### src/rtl/core/n2a_pkg.sv
// Shared types, codes and helpers of the number-to-ASCII formatter.
package n2a_pkg;

   // Opcode values of the request word.
   localparam logic [1:0] OP_SIGNED_DEC   = 2'd0;
   localparam logic [1:0] OP_UNSIGNED_DEC = 2'd1;
   localparam logic [1:0] OP_HEX          = 2'd2;
   localparam logic [1:0] OP_OCTAL        = 2'd3;

   // Longest digit string: eleven octal digits for 32 bits.
   localparam int NUM_DIGITS  = 11;
   localparam int DIGIT_IDX_W = 4;
   localparam int MAG_W       = 32;
   localparam int POS_W       = 5;

   localparam logic [6:0] CHAR_ZERO    = 7'h30;
   localparam logic [6:0] CHAR_UPPER_A = 7'h41;
   localparam logic [6:0] CHAR_SPACE   = 7'h20;
   localparam logic [6:0] CHAR_MINUS   = 7'h2D;

   typedef struct packed {
      logic [1:0]  opcode;
      logic [31:0] number;
      logic [4:0]  field_width;
      logic        zero_pad;
   } n2a_req_type;

   typedef struct packed {
      logic [6:0] ascii_char;
      logic       last_char;
   } n2a_rsp_type;

   typedef enum logic [2:0] {
      ST_IDLE,
      ST_DISPATCH,
      ST_CONVERT,
      ST_SIGN,
      ST_EMIT
   } n2a_state_type;

   // Commands from the controller to the datapath.
   typedef struct packed {
      logic load;
      logic shift;
      logic step;
      logic sel_sign;
   } n2a_cmd_type;

   // Status from the datapath to the controller.
   typedef struct packed {
      logic is_decimal;
      logic neg;
      logic conv_last;
      logic pos_last;
      logic pos_pad;
      logic natural;
   } n2a_status_type;

   function automatic logic [6:0] n2a_digit_char(input logic [3:0] digit);
      logic [6:0] result;
      if (digit > 4'd9) begin
         result = CHAR_UPPER_A + 7'(digit - 4'd10);
      end else begin
         result = CHAR_ZERO + 7'(digit);
      end
      return result;
   endfunction

endpackage

### src/rtl/core/n2a_datapath.sv
// Datapath: magnitude, digit register with binary-to-BCD shifter, position counter.
module n2a_datapath #(
   parameter int MAX_WIDTH = 16
) (
   input  logic                    clock,
   input  n2a_pkg::n2a_req_type    req_data,
   input  n2a_pkg::n2a_cmd_type    cmd,
   output n2a_pkg::n2a_status_type status,
   output n2a_pkg::n2a_rsp_type    rsp_data
);
   import n2a_pkg::*;

   logic [NUM_DIGITS-1:0][3:0] digits_ff, digits_in;
   logic [MAG_W-1:0]           mag_ff, mag_in;
   logic [POS_W-1:0]           cnt_ff, cnt_in;
   logic [POS_W-1:0]           pos_ff, pos_in;
   logic                       decimal_ff, decimal_in;
   logic                       neg_ff, neg_in;
   logic                       natural_ff, natural_in;
   logic                       zero_pad_ff, zero_pad_in;

   logic [POS_W-1:0]           width_sat;
   logic                       req_neg;
   logic [MAG_W:0]             octal_ext;
   logic [4*NUM_DIGITS-1:0]    hex_ext;
   logic [NUM_DIGITS-1:0][3:0] packed_digits;
   logic [NUM_DIGITS-1:0][3:0] adjusted;
   logic [3:0]                 cur_digit;
   logic                       upper_nonzero;
   logic                       cur_pad;

   always_comb begin
      if (int'(req_data.field_width) > MAX_WIDTH) begin
         width_sat = POS_W'(MAX_WIDTH);
      end else begin
         width_sat = req_data.field_width;
      end
      req_neg   = (req_data.opcode == OP_SIGNED_DEC) && req_data.number[MAG_W-1];
      octal_ext = {1'b0, req_data.number};
      hex_ext   = (4*NUM_DIGITS)'(req_data.number);
      for (int i = 0; i < NUM_DIGITS; i++) begin
         if (req_data.opcode == OP_HEX) begin
            packed_digits[i] = hex_ext[4*i +: 4];
         end else begin
            packed_digits[i] = {1'b0, octal_ext[3*i +: 3]};
         end
      end
      // Add-three correction of each BCD digit before the next shift.
      for (int i = 0; i < NUM_DIGITS; i++) begin
         adjusted[i] = (digits_ff[i] >= 4'd5) ? digits_ff[i] + 4'd3 : digits_ff[i];
      end
   end

   always_comb begin
      if (pos_ff < POS_W'(NUM_DIGITS)) begin
         cur_digit = digits_ff[pos_ff[DIGIT_IDX_W-1:0]];
      end else begin
         cur_digit = 4'd0;
      end
      upper_nonzero = 1'b0;
      for (int i = 0; i < NUM_DIGITS; i++) begin
         if ((POS_W'(i) >= pos_ff) && (digits_ff[i] != 4'd0)) begin
            upper_nonzero = 1'b1;
         end
      end
      // A position is padding when it and every higher digit are zero,
      // except for the lowest position.
      cur_pad = (pos_ff != '0) && !upper_nonzero;
   end

   always_comb begin
      digits_in   = digits_ff;
      mag_in      = mag_ff;
      cnt_in      = cnt_ff;
      pos_in      = pos_ff;
      decimal_in  = decimal_ff;
      neg_in      = neg_ff;
      natural_in  = natural_ff;
      zero_pad_in = zero_pad_ff;
      if (cmd.load) begin
         decimal_in  = (req_data.opcode == OP_SIGNED_DEC) ||
                       (req_data.opcode == OP_UNSIGNED_DEC);
         neg_in      = req_neg;
         natural_in  = (width_sat == '0);
         zero_pad_in = req_data.zero_pad;
         mag_in      = req_neg ? (MAG_W'(0) - req_data.number) : req_data.number;
         digits_in   = decimal_in ? '0 : packed_digits;
         cnt_in      = '0;
         pos_in      = natural_in ? POS_W'(NUM_DIGITS - 1) : width_sat - POS_W'(1);
      end else if (cmd.shift) begin
         digits_in = (4*NUM_DIGITS)'({adjusted[NUM_DIGITS-1:0], mag_ff[MAG_W-1]});
         mag_in    = {mag_ff[MAG_W-2:0], 1'b0};
         cnt_in    = cnt_ff + POS_W'(1);
      end else if (cmd.step) begin
         pos_in = pos_ff - POS_W'(1);
      end
   end

   always_ff @(posedge clock) begin
      digits_ff   <= digits_in;
      mag_ff      <= mag_in;
      cnt_ff      <= cnt_in;
      pos_ff      <= pos_in;
      decimal_ff  <= decimal_in;
      neg_ff      <= neg_in;
      natural_ff  <= natural_in;
      zero_pad_ff <= zero_pad_in;
   end

   always_comb begin
      status.is_decimal = decimal_ff;
      status.neg        = neg_ff;
      status.conv_last  = (cnt_ff == POS_W'(MAG_W - 1));
      status.pos_last   = (pos_ff == '0);
      status.pos_pad    = cur_pad;
      status.natural    = natural_ff;

      if (cmd.sel_sign) begin
         rsp_data.ascii_char = CHAR_MINUS;
      end else if (cur_pad) begin
         rsp_data.ascii_char = zero_pad_ff ? CHAR_ZERO : CHAR_SPACE;
      end else begin
         rsp_data.ascii_char = n2a_digit_char(cur_digit);
      end
      rsp_data.last_char = !cmd.sel_sign && (pos_ff == '0);
   end

endmodule

### src/rtl/core/n2a_ctrl.sv
// Controller state machine: accepts a word, runs conversion, walks the character positions.
module n2a_ctrl (
   input  logic                    clock,
   input  logic                    reset,
   input  logic                    req_valid,
   output logic                    req_stall,
   output logic                    rsp_valid,
   input  logic                    rsp_stall,
   input  n2a_pkg::n2a_status_type status,
   output n2a_pkg::n2a_cmd_type    cmd
);
   import n2a_pkg::*;

   n2a_state_type state_ff, state_in;

   always_ff @(posedge clock) begin
      if (reset) begin
         state_ff <= ST_IDLE;
      end else begin
         state_ff <= state_in;
      end
   end

   always_comb begin
      state_in  = state_ff;
      cmd       = '0;
      req_stall = 1'b1;
      rsp_valid = 1'b0;
      unique case (state_ff)
         ST_IDLE: begin
            req_stall = 1'b0;
            if (req_valid) begin
               cmd.load = 1'b1;
               state_in = ST_DISPATCH;
            end
         end
         ST_DISPATCH: begin
            if (status.is_decimal) begin
               state_in = ST_CONVERT;
            end else begin
               state_in = ST_EMIT;
            end
         end
         ST_CONVERT: begin
            cmd.shift = 1'b1;
            if (status.conv_last) begin
               state_in = status.neg ? ST_SIGN : ST_EMIT;
            end
         end
         ST_SIGN: begin
            cmd.sel_sign = 1'b1;
            rsp_valid    = 1'b1;
            if (!rsp_stall) begin
               state_in = ST_EMIT;
            end
         end
         ST_EMIT: begin
            // Leading padding is dropped without a word at natural length.
            if (status.natural && status.pos_pad) begin
               cmd.step = 1'b1;
            end else begin
               rsp_valid = 1'b1;
               if (!rsp_stall) begin
                  cmd.step = 1'b1;
                  if (status.pos_last) begin
                     state_in = ST_IDLE;
                  end
               end
            end
         end
         default: begin
            state_in = ST_IDLE;
         end
      endcase
   end

endmodule

### src/rtl/core/number_to_ascii_formatter.sv
// Top level of the number-to-ASCII formatter.
// The req_ channel takes one word holding an opcode (signed decimal, unsigned
// decimal, uppercase hex, octal), a 32-bit number, a field width and a
// zero-pad flag. The rsp_ channel returns one ASCII character per word, most
// significant first, with last_char set on the final character of the number.
// A negative signed value starts with '-', which is not counted in the width.
// One number is handled at a time; req_stall stays high from acceptance
// until its last character has been taken.
// Sequence: a dispatch state after acceptance, then for decimal opcodes a
// binary-to-BCD shift over all 32 bits (one bit of the number per cycle),
// then one character per cycle while rsp_stall is low. At natural width
// each leading zero position of the eleven-digit register is skipped
// without a character. Hex and octal skip the shift. A number gives up to
// MAX_WIDTH characters, plus the sign for a negative signed value.
// A stalled character holds with rsp_valid high until rsp_stall drops.
// Synchronous reset returns the controller to idle and drops any number in
// progress.
module number_to_ascii_formatter #(
   parameter int MAX_WIDTH = 16
) (
   input  logic                 clock,
   input  logic                 reset,
   input  logic                 req_valid,
   output logic                 req_stall,
   input  n2a_pkg::n2a_req_type req_data,
   output logic                 rsp_valid,
   input  logic                 rsp_stall,
   output n2a_pkg::n2a_rsp_type rsp_data
);
   import n2a_pkg::*;

   n2a_cmd_type    cmd;
   n2a_status_type status;

   n2a_ctrl u_ctrl (
      .clock     (clock),
      .reset     (reset),
      .req_valid (req_valid),
      .req_stall (req_stall),
      .rsp_valid (rsp_valid),
      .rsp_stall (rsp_stall),
      .status    (status),
      .cmd       (cmd)
   );

   n2a_datapath #(
      .MAX_WIDTH (MAX_WIDTH)
   ) u_datapath (
      .clock    (clock),
      .req_data (req_data),
      .cmd      (cmd),
      .status   (status),
      .rsp_data (rsp_data)
   );

   // No new number is taken while characters are being sent.
   a_no_accept_while_sending: assert property (@(posedge clock) disable iff (reset)
      rsp_valid |-> req_stall)
      else $error("input accepted while a character is pending");

   // After the final character is taken, the block is ready again.
   a_ready_after_last: assert property (@(posedge clock) disable iff (reset)
      (rsp_valid && !rsp_stall && rsp_data.last_char) |=> !req_stall)
      else $error("block not idle after last character");

   // The sign never ends a number.
   a_sign_not_last: assert property (@(posedge clock) disable iff (reset)
      (rsp_valid && rsp_data.ascii_char == CHAR_MINUS) |-> !rsp_data.last_char)
      else $error("sign marked as last character");

   // Conversion and character stepping never overlap.
   a_cmd_exclusive: assert property (@(posedge clock) disable iff (reset)
      $countones({cmd.load, cmd.shift, cmd.step}) <= 1)
      else $error("conflicting datapath commands");

endmodule
### config.mk
export PLATFORM = sky130hd
export DESIGN_NAME = number_to_ascii_formatter
export DESIGN_NICKNAME = d
export VERILOG_FILES = /design/src/rtl/core/n2a_pkg.sv /design/src/rtl/core/n2a_datapath.sv /design/src/rtl/core/n2a_ctrl.sv /design/src/rtl/core/number_to_ascii_formatter.sv
export SDC_FILE = /design/constraint.sdc
export NUM_CORES = 1
export LEC_CHECK = 0
export BUFFER_PORTS_ARGS = -buffer_cell sky130_fd_sc_hd__buf_4
export CAP_MARGIN = 5
export CORE_UTILIZATION = 58
export DETAILED_ROUTE_END_ITERATION = 10
export GPL_TIMING_DRIVEN = 0
export HOLD_SLACK_MARGIN = 0.08
export PLACE_DENSITY = 0.77
export SLEW_MARGIN = 5
export SYNTH_ARGS = -nofsm -noshare
export SYNTH_HDL_FRONTEND = slang
export SYNTH_SLANG_ARGS = --single-unit
### constraint.sdc
create_clock -name clock -period 7.1 [get_ports clock]
set_input_delay 0.71 -clock clock [delete_from_list [all_inputs] [get_ports clock]]
set_output_delay 0.71 -clock clock [all_outputs]
set_load 0.03 [all_outputs]
==> flow_summary.ini, run 1 <==
[critical_path]
arrival_ns = 3.80
cp-start-kind = flop
required_ns = 6.39
critPathLaunch = u_datapath.pos_ff[1]
rr_startpoint = u_datapath.pos_ff[1]
critPathMaxFanout = 10
crit_type = flop to output port
cp-end-kind = output port

[yosys]
synth_top_area_cell = edfxtp_1
yosysMostFrequentCell = edfxtp_1
synth.ff_latch_count = 93
ys.warnings.count = 0
ys_seq_area_frac = 0.3972
synth_commonest_cells = edfxtp_1, a21oi_1, nand2_1
synthCells = 734
syn_nets = 812
ys_types = 64
netlist.area_leader.share = 0.3738
avgSynthCellArea_sq_um = 9.304
netlist_top_cells_area = edfxtp_1, ha_1, a21oi_1, o21ai_0, nand2_1
syn_area_sq_um = 6829
synth_edf_count = 85
synth_ff_type = edfxtp_1
synth-async-reset-ratio = 0

[floorplanning]
core_region_area_sq_um = 11470
num_rows = 39
start_util = 0.5955
die_h_um = 110.5
dieArea_sq_um = 12210
die_w_um = 110.5
io_pins = 54

[clock_network]
clockRootBuffer = clkbuf_16
clk_latency_ns = 0.35
clock_sinks = 93
cts_htree_levels = 3
cts_inserted_buffers = 9
clk_pin_slew_ns = 0.06
hold_buffers = 0
post-cts-setup-buffers = 0
cts_tree = done
cts-resized-gates = 0
cts_buffer_depth = 2

[job]
maxCapViolations = 0

[sta]
clock_skew_ns = 0.008726
post-route-period-util = 0.6347
rsz0062_at_grt = no
fin_tns_setup_ns = 0
finalHoldViolCount = 0
tightest_slew_ns = 0.9968
finalMaxSlewViolations = 0
fmax_ghz = 0.2219
setup_viol = 0
holdWs_ns = 0.5258
period_minus_slack_ns = 4.507
slew_headroom = 0.3341

[detailed_routing]
wl_um = 18360
vias = 6034
firstDrtPassIters = 5
drc = 0
wl_per_cell_um = 19.45
viasPerCell = 6.392
ant_nets = 0
dr.first_iter.drc_count = 507

[layout]
drive_gt1_frac = 0.1261
syn_to_final_growth_pct = 12.46
fillCellCount = 886
antennaDiodeCount = 0
multi_input_area_sq_um = 3809
final_area_sq_um = 7680
seq_area_sq_um = 2713
final_net_count = 874

[global_route]
grt_pass1_vias = 5964
track_usage = 0.3092
antenna_found_initial = 0
gr-total-overflow = 0
grt_start_max_net_pins = 46
grt_pass1_wl_um = 29850

[status]
status = complete, no violations

[power]
powerDensity_nw_per_um2 = 404.7
leakagePower_uw = 0.002906
power.total_uw = 3108
vdd_ir_drop_max_mv = 0.2014

[placement]
port_buffers = 50
place.gp.congestion = 0.9556
dpl_cell_area_sq_um = 7406
dp_hpwl_um = 13890

[min_path]
hp-start = u_datapath.cnt_ff[4]
min_path_type = flop to flop
==> report_power, final <==
part           total, uW  switching, uW  internal (uW)
logic               1520            903            620
registers           1130            195            930
clock network        460            222            238
==> cell type report <==
class	instances	share of cell area
sequential	93	0.3532
clock inverter	7	0.006354
timing repair buffer	51	0.05148
multi-input combinational	564	0.4959
clock buffer	9	0.02933
tap	143	0.02330
inverter	37	0.01808
buffer	40	0.02232
==> critical path: stages (launching register included) <==
cell,delay (ns)
edfxtp_1,0.37
buf_4,0.17
buf_4,0.20
clkbuf_1,0.41
mux4_2,0.38
a211oi_1,0.40
nor3_1,0.16
ha_1,0.25
nor2_1,0.10
inv_1,0.06
a21o_1,0.23
or4_1,0.53
buf_4,0.18
==> stage by stage <==
stage          setup slack [ns]  std cells    util
2_1_floorplan             3.174        734       -
3_3_place_gp              3.064        927  0.6439
3_5_place_dp              3.012        928  0.6458
4_1_cts                   2.630        944  0.6697
5_1_grt                   2.462        944  0.6697
6_report                  2.593        944  0.6697
==> state kept, by name, indices dropped and copies added (netlist names) <==
register / cells
u_datapath.decimal_ff: 1
u_datapath.pos_ff: 5
u_datapath.digits_ff: 44
u_datapath.cnt_ff: 5
u_ctrl.state_ff: 3
u_datapath.zero_pad_ff: 1
u_datapath.mag_ff: 32
u_datapath.neg_ff: 1
u_datapath.natural_ff: 1
==> placed cells by master (no fill, tap or decap), drive strengths merged, types with 4 or more instances in the layout <==
cell,synthesis,layout
xnor2,31,31
mux4,8,8
edfxtp,85,85
buf,16,67
and3,5,5
inv,37,39
mux2i,20,20
ha,34,34
o31ai,16,16
xor2,22,22
nand2b,14,14
nor3,20,20
nor2b,7,7
nor2,43,43
nand2,78,78
clkbuf,24,33
nand3,4,4
or3,5,5
a31oi,5,5
o41ai,4,4
dfxtp,8,8
nand4,4,4
mux2,16,16
o21ai,72,72
nor3b,22,22
nor4,7,7
a21oi,80,80
==> cell families after synthesis <==
| family | count (synthesis) | share of synthesized area |
|---|---|---|
| AND/OR/NAND/NOR | 225 | 0.1669 |
| AO/OA/AOI/OAI | 208 | 0.1781 |
| flip-flops | 93 | 0.3972 |
| buffers and inverters | 77 | 0.04544 |
| XOR/XNOR | 53 | 0.06797 |
| multiplexers | 44 | 0.08208 |
| adder cells (fa/ha/maj) | 34 | 0.06229 |
==> layer usage <==
metal  track usage  vias to the layer above  wire, um
met2        0.5027                      278      8762
li1              -                     2817         -
met4        0.1378                        0       494
met1        0.4141                     2898      7789
met3       0.04061                       41      1315
met5             0                        -         0
==> path summary, 6_finish.rpt <==
path | cells past startpoint | end | slack [ns]
worst max-delay path | 12 | rsp_data[6] | 2.59
worst min-delay path | 2 | u_datapath.cnt_ff[4] | 0.53
worst max register to register | 11 | u_datapath.pos_ff[4] | 3.49
worst min register to register | 2 | u_datapath.cnt_ff[4] | 0.53
(Power assumes the default switching activity.)
==> inputs of run 2 (changes only) <==
CORE_UTILIZATION = 55   (was 58)
clock period = 3.82 ns   (was 7.1 ns; I/O delays follow)
==> flow_summary.ini, run 2 (synthesized netlist as in run 1, its figures left out) <==
[critical_path]
critPathLaunch = u_datapath.pos_ff[2]
reg2reg_depth = 11
required_ns = 3.44
cp-end-kind = output port
cp_top_family = simple AND/OR/NAND/NOR gates
worstSetupEndpoint = rsp_data[6]
arrival_ns = 3.32
rr_startpoint = u_datapath.pos_ff[1]
r2r-end = u_datapath.pos_ff[2]
crit_type = flop to output port
path_cells = buf_2 > mux4_2 > and2_0 > a211oi_4 > nor3_4 > ha_2 > nor2_1 > inv_1 > a21o_1 > or4_1 > buf_4
slowest_delay_ns = 0.54
worst_path_max_delay_cell = mux4_2
path_buf_inv = 3
cp.depth = 11
rrSetupSlack_ns = 0.66
critPathMaxFanout = 8
cp-start-kind = flop

[clock_network]
cts_buffer_depth = 2
cts_tree = done
clk_pin_slew_ns = 0.07
hold_buffers = 0
clk_latency_ns = 0.36
cts_htree_levels = 3
cts_inserted_buffers = 9
clock_sinks = 93
clockRootBuffer = clkbuf_16

[sta]
fmax_ghz = 0.2698
finalMaxSlewViolations = 0
period_minus_slack_ns = 3.707
post-route-period-util = 0.9703
setup_viol = 0
holdWs_ns = 0.1963
clock_skew_ns = 0.008006
finalHoldViolCount = 0
tightest_slew_ns = 1.025
slew_headroom = 0.3153
rsz0062_at_grt = yes

[floorplanning]
dieArea_sq_um = 12870
io_pins = 54
start_util = 0.5662
num_rows = 40
core_region_area_sq_um = 12060
die_h_um = 113.4
die_w_um = 113.4

[status]
status = complete, no violations

[layout]
largest_register_ffs = 44
seq_area_sq_um = 2713
final_net_count = 880
antennaDiodeCount = 0
syn_to_final_growth_pct = 14.90
drive_gt1_frac = 0.1475
final_common_cell = edfxtp_1
most-common-layout-cells = edfxtp_1, a21oi_1, nand2_1, o21ai_0, buf_4
multi_input_area_sq_um = 3865
final_area_sq_um = 7846
largestRegisters = u_datapath.digits_ff (44), u_datapath.mag_ff (32)
top_register = u_datapath.digits_ff
instances_no_fill = 975
fillCellCount = 1005

[global_route]
grt_pass1_wl_um = 30020
track_usage = 0.3042
grt_pass1_vias = 5843
antenna_found_initial = 0
grt_start_max_net_pins = 48
gr-total-overflow = 0

[detailed_routing]
drc = 0
wl_um = 18820
viasPerCell = 6.251
ant_nets = 0
firstDrtPassIters = 5
vias = 6095
wl_per_cell_um = 19.30
dr.first_iter.drc_count = 563

[min_path]
min_path_type = primary input to flop

[power]
vdd_ir_drop_max_mv = 0.3811
powerDensity_nw_per_um2 = 759.4
leakagePower_uw = 0.002968

[placement]
dpl_cell_area_sq_um = 7445
place.gp.congestion = 0.9310
port_buffers = 50
dp.cells = 953
dp_hpwl_um = 13960

[job]
maxCapViolations = 0
[run 2: changes by cell type in the layout (fill, tap and decap cells not counted), sizes merged]
| cell | previous run | this run |
|---|---|---|
| clkinvlp | 2 | 0 |
| clkbuf | 33 | 35 |
| inv | 39 | 42 |
| clkinv | 3 | 2 |
| buf | 67 | 71 |
[run 2: worst reg2reg max path: cells and delay by family (launching register included)]
kind                     cells  cell delay, ns
AO/OA/AOI/OAI                4            0.81
adder cells (fa/ha/maj)      1            0.22
buffers and inverters        4            0.65
flip-flops                   1            0.38
AND/OR/NAND/NOR              2            0.78
[run 2: how the worst min path moves through the flow]
| stage | endpoint | depth (start not counted) | slack (ns) | startpoint |
|---|---|---|---|---|
| detailed placement | u_datapath.cnt_ff[4] | 2 | 0.50 | u_datapath.cnt_ff[4] |
| CTS | u_datapath.zero_pad_ff | 1 | 0.19 | req_data[0] |
| floorplan | u_ctrl.state_ff[1] | 1 | 0.45 | reset |
| finish | u_datapath.zero_pad_ff | 1 | 0.20 | req_data[0] |
| global route | u_datapath.zero_pad_ff | 1 | 0.19 | req_data[0] |
| global placement | u_datapath.cnt_ff[4] | 2 | 0.48 | u_datapath.cnt_ff[4] |
[run 2: what timing repair did]
action,in CTS,in global routing
setup buffers,2,4
pin swaps,1,4
endpoints found under the hold margin,0,0
endpoints found under the setup margin,7,5
gates resized for setup,7,13
[run 2: cell type report]
type | count | area share
sequential | 93 | 0.3457
clock buffer | 9 | 0.02870
tap | 168 | 0.02679
buffer | 40 | 0.02424
clock inverter | 7 | 0.007176
multi-input combinational | 564 | 0.4926
inverter | 37 | 0.01770
timing repair buffer | 57 | 0.05709
[run 2: per-layer routing]
layer | global-route usage | vias to the layer above | part of all wire
li1 | - | 2830 | -
met1 | 0.4026 | 2882 | 0.41
met2 | 0.4994 | 336 | 0.48
met3 | 0.05207 | 47 | 0.086
met4 | 0.1219 | 0 | 0.027
met5 | 0 | - | 0
[run 2: report_power, final]
| group | switching (uW) | internal, uW | leakage, uW |
|---|---|---|---|
| clock network | 435 | 452 | 0.000143 |
| logic | 1740 | 1230 | 0.00193 |
| registers | 367 | 1730 | 0.000893 |
[run 2: metrics by stage]
stage	setup TNS, ns	utilization	worst slack (ns)	power [uW]
6_report	0	0.6505	0.1134	5958
5_1_grt	-0.06160	0.6505	-0.04383	6322
4_1_cts	0	0.6435	0.005279	5809
3_5_place_dp	0	0.6172	0.09042	4882
3_3_place_gp	0	0.6147	0.1237	4701
2_1_floorplan	0	-	0.2217	4042
